### config.mk
export PLATFORM = sky130hd
export DESIGN_NAME = mtg_twist
export DESIGN_NICKNAME = d
export VERILOG_FILES = /design/src/sv/mtg_pkg.sv /design/src/sv/mtg_twist.sv
export SDC_FILE = /design/constraint.sdc
export NUM_CORES = 1
export LEC_CHECK = 0
export ABC_AREA = 1
export ABC_CLOCK_PERIOD_IN_PS = 2700
export BUFFER_PORTS_ARGS = -buffer_cell sky130_fd_sc_hd__clkbuf_2
export CAP_MARGIN = 10
export CELL_PAD_IN_SITES_DETAIL_PLACEMENT = 1
export CELL_PAD_IN_SITES_GLOBAL_PLACEMENT = 1
export CORE_MARGIN = 3
export CORE_UTILIZATION = 25
export DETAILED_ROUTE_END_ITERATION = 10
export GPL_TIMING_DRIVEN = 0
export PLACE_DENSITY = 0.91
export SLEW_MARGIN = 40
export SYNTH_ARGS = -nofsm -noshare
export SYNTH_HDL_FRONTEND = slang
export SYNTH_SLANG_ARGS = --single-unit
### constraint.sdc
create_clock -name vclk -period 2.7
set_clock_uncertainty 0.05 [all_clocks]
set_input_delay 0.135 -clock vclk [all_inputs]
set_output_delay 0.135 -clock vclk [all_outputs]
set_load 0.02 [all_outputs]
### src/sv/mtg_pkg.sv
// Types and constants of the MT19937 generator.
`timescale 1ns / 1ps
`default_nettype none

package mtg_pkg;

    localparam int STATE_WORDS   = 624;
    localparam int MIDDLE_OFFSET = 397;
    localparam int WORD_W        = 32;

    localparam logic [WORD_W-1:0] SEED_MULT  = 32'h6c078965;
    localparam logic [WORD_W-1:0] TWIST_XOR  = 32'h9908b0df;
    localparam logic [WORD_W-1:0] UPPER_BIT  = 32'h80000000;
    localparam logic [WORD_W-1:0] LOWER_BITS = 32'h7FFFFFFF;
    localparam logic [WORD_W-1:0] TEMPER_B   = 32'h9d2c5680;
    localparam logic [WORD_W-1:0] TEMPER_C   = 32'hefc60000;

    typedef enum logic {
        OP_DRAW = 1'b0,
        OP_SEED = 1'b1
    } t_op;

    typedef struct packed {
        t_op               op;
        logic [WORD_W-1:0] seed_value;
    } t_in_item;

    typedef struct packed {
        logic [WORD_W-1:0] random_word;
    } t_out_item;

    // Words that feed the twist of one state entry.
    typedef struct packed {
        logic [WORD_W-1:0] w_pos;
        logic [WORD_W-1:0] w_next;
        logic [WORD_W-1:0] w_mid;
    } t_twist_in;

endpackage

`default_nettype wire

### src/sv/mtg_twist.sv
// Twist of one state word and tempering of the result.
`timescale 1ns / 1ps
`default_nettype none

module mtg_twist (
    input  wire mtg_pkg::t_twist_in             i_words,
    output logic [mtg_pkg::WORD_W-1:0]          o_new_word,
    output logic [mtg_pkg::WORD_W-1:0]          o_tempered
);

    logic [mtg_pkg::WORD_W-1:0] y;
    logic [mtg_pkg::WORD_W-1:0] t1;
    logic [mtg_pkg::WORD_W-1:0] t2;
    logic [mtg_pkg::WORD_W-1:0] t3;

    always_comb begin
        y = (i_words.w_pos & mtg_pkg::UPPER_BIT) | (i_words.w_next & mtg_pkg::LOWER_BITS);
        o_new_word = i_words.w_mid ^ (y >> 1);
        if (y[0]) begin
            o_new_word = o_new_word ^ mtg_pkg::TWIST_XOR;
        end
        t1 = o_new_word ^ (o_new_word >> 11);
        t2 = t1 ^ ((t1 << 7) & mtg_pkg::TEMPER_B);
        t3 = t2 ^ ((t2 << 15) & mtg_pkg::TEMPER_C);
        o_tempered = t3 ^ (t3 >> 18);
    end

endmodule

`default_nettype wire

==> Word-level counts from Yosys, hierarchy flattened <==
Cells that the tools add are included.
{ "op_classes": {"n_addsub": 0, "multipliers": 0, "div_mod_pow": 0, "n_lt_le_gt_ge": 0, "eq_ne": 0, "shift": 0, "muxes": 1, "n_bitwise": 7, "n_reduce_logical": 0} }
{ "ops": {"columns": ["cell", "n"], "rows": [
  ["$xor 32x32->32", 2],
  ["$mux 32", 1],
  ["$or 32x31->32", 1],
  ["$xor 32x14->32", 1],
  ["$xor 32x21->32", 1],
  ["$xor 32x31->32", 1],
  ["$not 15->15", 1]
]} }
{ "totals": {"reg_bits": 0, "latchBits": 0, "ramBits": 0, "mem_bits_ro": 0, "inputBits": 96, "out_inout_bits": 64, "word_cells": 8, "n_memories": 0} }

==> Depth between registers and ports, before layout <==
{ "logic_depth": {"ltp_word": 8, "depth_mapped": 12, "ltp_nobuf": 12} }

==> Least setup slack after synthesis <==
Ideal clock, no wire load.
{ "synth_timing": {"path_kind": "input to output", "from": "in i_words[15] (netlist name)", "to": "out o_tempered[12] (netlist name)", "t_arrival_ps": 1459, "required_time_ps": 2515, "path_slack_ps": 1056, "stages": 10, "n_path_buf": 0, "path_cell_list": "nand2_1 -> inv_1 -> nor2_2 -> xor2_2 -> nand2_1 -> nand2_1 -> nand2_1 -> nand2_2 -> nand2_1 -> nand2_1"} }
{ "synth_between": {"elab_chain_len": 7} }
{ "synth_rtl": {"columns": ["item", "line", "rtl"], "rows": [
  ["from (decl)", "mtg_twist.sv:6", "input wire mtg_pkg::t_twist_in i_words,"],
  ["$xor 32x31->32 *", "mtg_twist.sv:18", "o_new_word = i_words.w_mid ^ (y >> 1);"],
  ["$not 15->15 (no source line)", null, null],
  ["$mux 32 *", "mtg_twist.sv:19", "if (y[0]) begin"],
  ["named net o_new_word (one bit)", "mtg_twist.sv:7", "output logic [mtg_pkg::WORD_W-1:0] o_new_word,"],
  ["$xor 32x21->32 *", "mtg_twist.sv:22", "t1 = o_new_word ^ (o_new_word >> 11);"],
  ["$xor 32x32->32 *", "mtg_twist.sv:23", "t2 = t1 ^ ((t1 << 7) & mtg_pkg::TEMPER_B);"],
  ["$xor 32x32->32 *", "mtg_twist.sv:24", "t3 = t2 ^ ((t2 << 15) & mtg_pkg::TEMPER_C);"],
  ["$xor 32x14->32 *", "mtg_twist.sv:25", "o_tempered = t3 ^ (t3 >> 18);"],
  ["to (decl)", "mtg_twist.sv:8", "output logic [mtg_pkg::WORD_W-1:0] o_tempered"]
]} }
The timed path passes the listed nets; every way through them passes the cells marked *.

==> Worst setup path after layout <==
{ "layout_timing": {"from": "in i_words[44] (netlist name)", "to": "out o_tempered[0] (netlist name)"} }
{ "layout_between": {"elab_chain_len": 7} }
{ "layout_rtl": {"columns": ["item", "line", "rtl"], "rows": [
  ["$or 32x31->32", "mtg_twist.sv:17", "y = (i_words.w_pos & mtg_pkg::UPPER_BIT) | (i_words.w_next & mtg_pkg::LOWER_BITS);"],
  ["$xor 32x31->32", "mtg_twist.sv:18", null],
  ["$mux 32", "mtg_twist.sv:19", null],
  ["$xor 32x21->32", "mtg_twist.sv:22", null],
  ["$xor 32x32->32", "mtg_twist.sv:23", null],
  ["$xor 32x32->32", "mtg_twist.sv:24", null],
  ["$xor 32x14->32", "mtg_twist.sv:25", null]
]} }
No other way between the ends.

==> impl_metrics.tcl <==
set metrics [dict create \
    status "complete, no violations" \
    cp-start-kind "input port" \
    cp_slowest_cell "xnor2_1" \
    cp-end-kind "output pin" \
    rsz0062_at_grt "false" \
    wirelength_um 7310 \
    grt_pass1_wl_um 12200 \
    synth_most_common_cell "nand2_1" \
    max-vdd-ir-drop_v 0.000173 \
    initialDrtViolationCount 27 \
    tightest_slew_ns 0.419 \
    dieWidth_um 94.0 \
    finalCritPeriodShare 0.615 \
    grt_max_degree 11 \
    initial_core_util 0.263 \
    cp_cell_sequence "clkbuf_2, xnor2_1, nand2_2, nand2_4, nand3_1, nand2_1, nand2_1, nand2_2, nand2_1, nand2_1, clkbuf_2" \
    final_area_um2 2700 \
    worst-path-max-fanout 5 \
    grt_pass1_vias 2871 \
    hold_violations 0 \
    timing.final.max_slew_violations 0 \
    postRouteAntennaNets 0 \
    n_antenna_cell 0 \
    netlist_top_cells_count "192 x nand2_1, 61 x nand3_1, 44 x inv_1" \
    power_density_nw_per_um2 390 \
    grt_antenna_before_repair 0 \
    seq_area_um2 0 \
    drc_errors 0 \
    synth.avg_cell_area_um2 5.12 \
    slowest_delay_ns 0.35 \
    rows 31 \
    slew_headroom 0.720 \
    fmax_mhz 602 \
    min_period_ns 1.66 \
    leakagePower_nw 1.76 \
    fin_setup_tns_ns 0 \
    grt_usage 0.164 \
    startpoint "i_words[44]" \
    path_class "in2out" \
    die-area_um2 8830 \
    io_pins 160 \
    maxCapViolations 0 \
    synth_cell_type_count 17 \
    critPathRequiredTime_ns 2.52 \
    syn-instance-count 378 \
    ys_seq_area_frac 0 \
    flops_and_latches 0 \
    wl_per_cell_um 12.1 \
    syn_to_final_growth_pct 39.2 \
    postCtsHoldBufs 0 \
    num_vias 2745 \
    ys_top_cells_by_area "nand2_1 37%, nand3_1 16%, xnor2_1 9.0%, xor2_1 9.0%, inv_1 8.5%" \
    synth_warnings 0 \
    io_buffers 127 \
    synth_area_leader_cell "nand2_1" \
    dp_hpwl_um 6750 \
    routed_via_density 4.54 \
    finalSetupViolCount 0 \
    crit_top_cell "nand2_1" \
    chipHeight_um 94.0 \
    layout.nets 603 \
    crit_end "o_tempered[0]" \
    yosys.area.top_type_share 0.372 \
    synth_nets 474 \
    place_congestion 0.806 \
    core_area_um2 7370 \
    critPathArrivalTime_ns 1.48 \
    hp-class "in2out" \
    place_area_um2 2700 \
    syn_area_um2 1940 \
    overflow 0 \
    layout-drive-gt1-share 0.323 \
    cts_setup_buffers 0 \
    ctsResizeCount 0 \
    nClkBuffers 0 \
    drt-pass1-iter-count 4 \
]
-- cells by family (layout without fill, tap and decap cells) --
| family | Yosys count | in the layout | synth area share |
|---|---|---|---|
| xor gates and xnor gates | 51 | 51 | 0.273 |
| and+or+nand+nor | 276 | 276 | 0.608 |
| buffers and inverters | 51 | 178 | 0.118 |
-- cells in the final DEF (no fill, tap or decap) --
cell	instances
xnor2_1	20
or2_2	1
buf_8	2
nand2_2	9
inv_2	3
xnor2_2	1
nand2_1	192
xor2_2	10
nor2_2	3
inv_1	44
nand3_2	4
buf_6	1
xor2_1	20
clkbuf_2	127
nand3_1	61
nand2_4	1
nor2_1	5
inv_8	1
-- worst max-delay path, delay by kind of cell --
family        cells  cell delay [ns]
xor+xnor          1             0.35
buf+inv           2             0.27
simple gates      8             0.71
-- where the power goes --
group	leakage, nW	switching [mW]	internal, mW
sequential	0	0	0
combinational	1.76	0.703	0.348
clock	0	0	0
total	1.76	0.703	0.348
-- per-stage QoR --
stage | cells | power (mW) | util | hold WS [ns] | setup WS, ns
2_1_floorplan | 378 | 0.707 | - | 0.327 | 1.06
3_3_place_gp | 604 | 1.03 | 0.366 | 0.552 | 1.10
3_5_place_dp | 604 | 1.06 | 0.366 | 0.559 | 1.02
4_1_cts | 604 | 1.07 | 0.366 | 0.561 | 1.02
5_1_grt | 604 | 1.17 | 0.366 | 0.581 | 0.852
6_report | 604 | 1.05 | 0.366 | 0.558 | 1.04
-- how the worst min path moves through the flow --
| stage | startpoint | to | slack (ns) | cells past startpoint |
|---|---|---|---|---|
| CTS | i_words[10] | o_new_word[10] | 0.56 | 3 |
| finish | i_words[16] | o_new_word[16] | 0.56 | 3 |
| global placement | i_words[16] | o_new_word[16] | 0.55 | 3 |
| floorplan | i_words[18] | o_new_word[18] | 0.33 | 1 |
| detailed placement | i_words[10] | o_new_word[10] | 0.56 | 3 |
| global route | i_words[16] | o_new_word[16] | 0.58 | 3 |
-- cell type report --
class | count | area, um^2
fillers | 1107 | 4670
well taps | 99 | 124
multi-input cells | 327 | 1710
inverters | 48 | 188
plain buffers | 3 | 41.3
repair buffers | 127 | 636
-- per-layer routing --
layer / wire length (um) / track usage
met2: 3870 / 0.331
met4: 112 / 0.0277
met1: 2930 / 0.184
met3: 397 / 0.0136
met5: 0 / 0
Note: power is estimated with default switching activity, not from simulation.
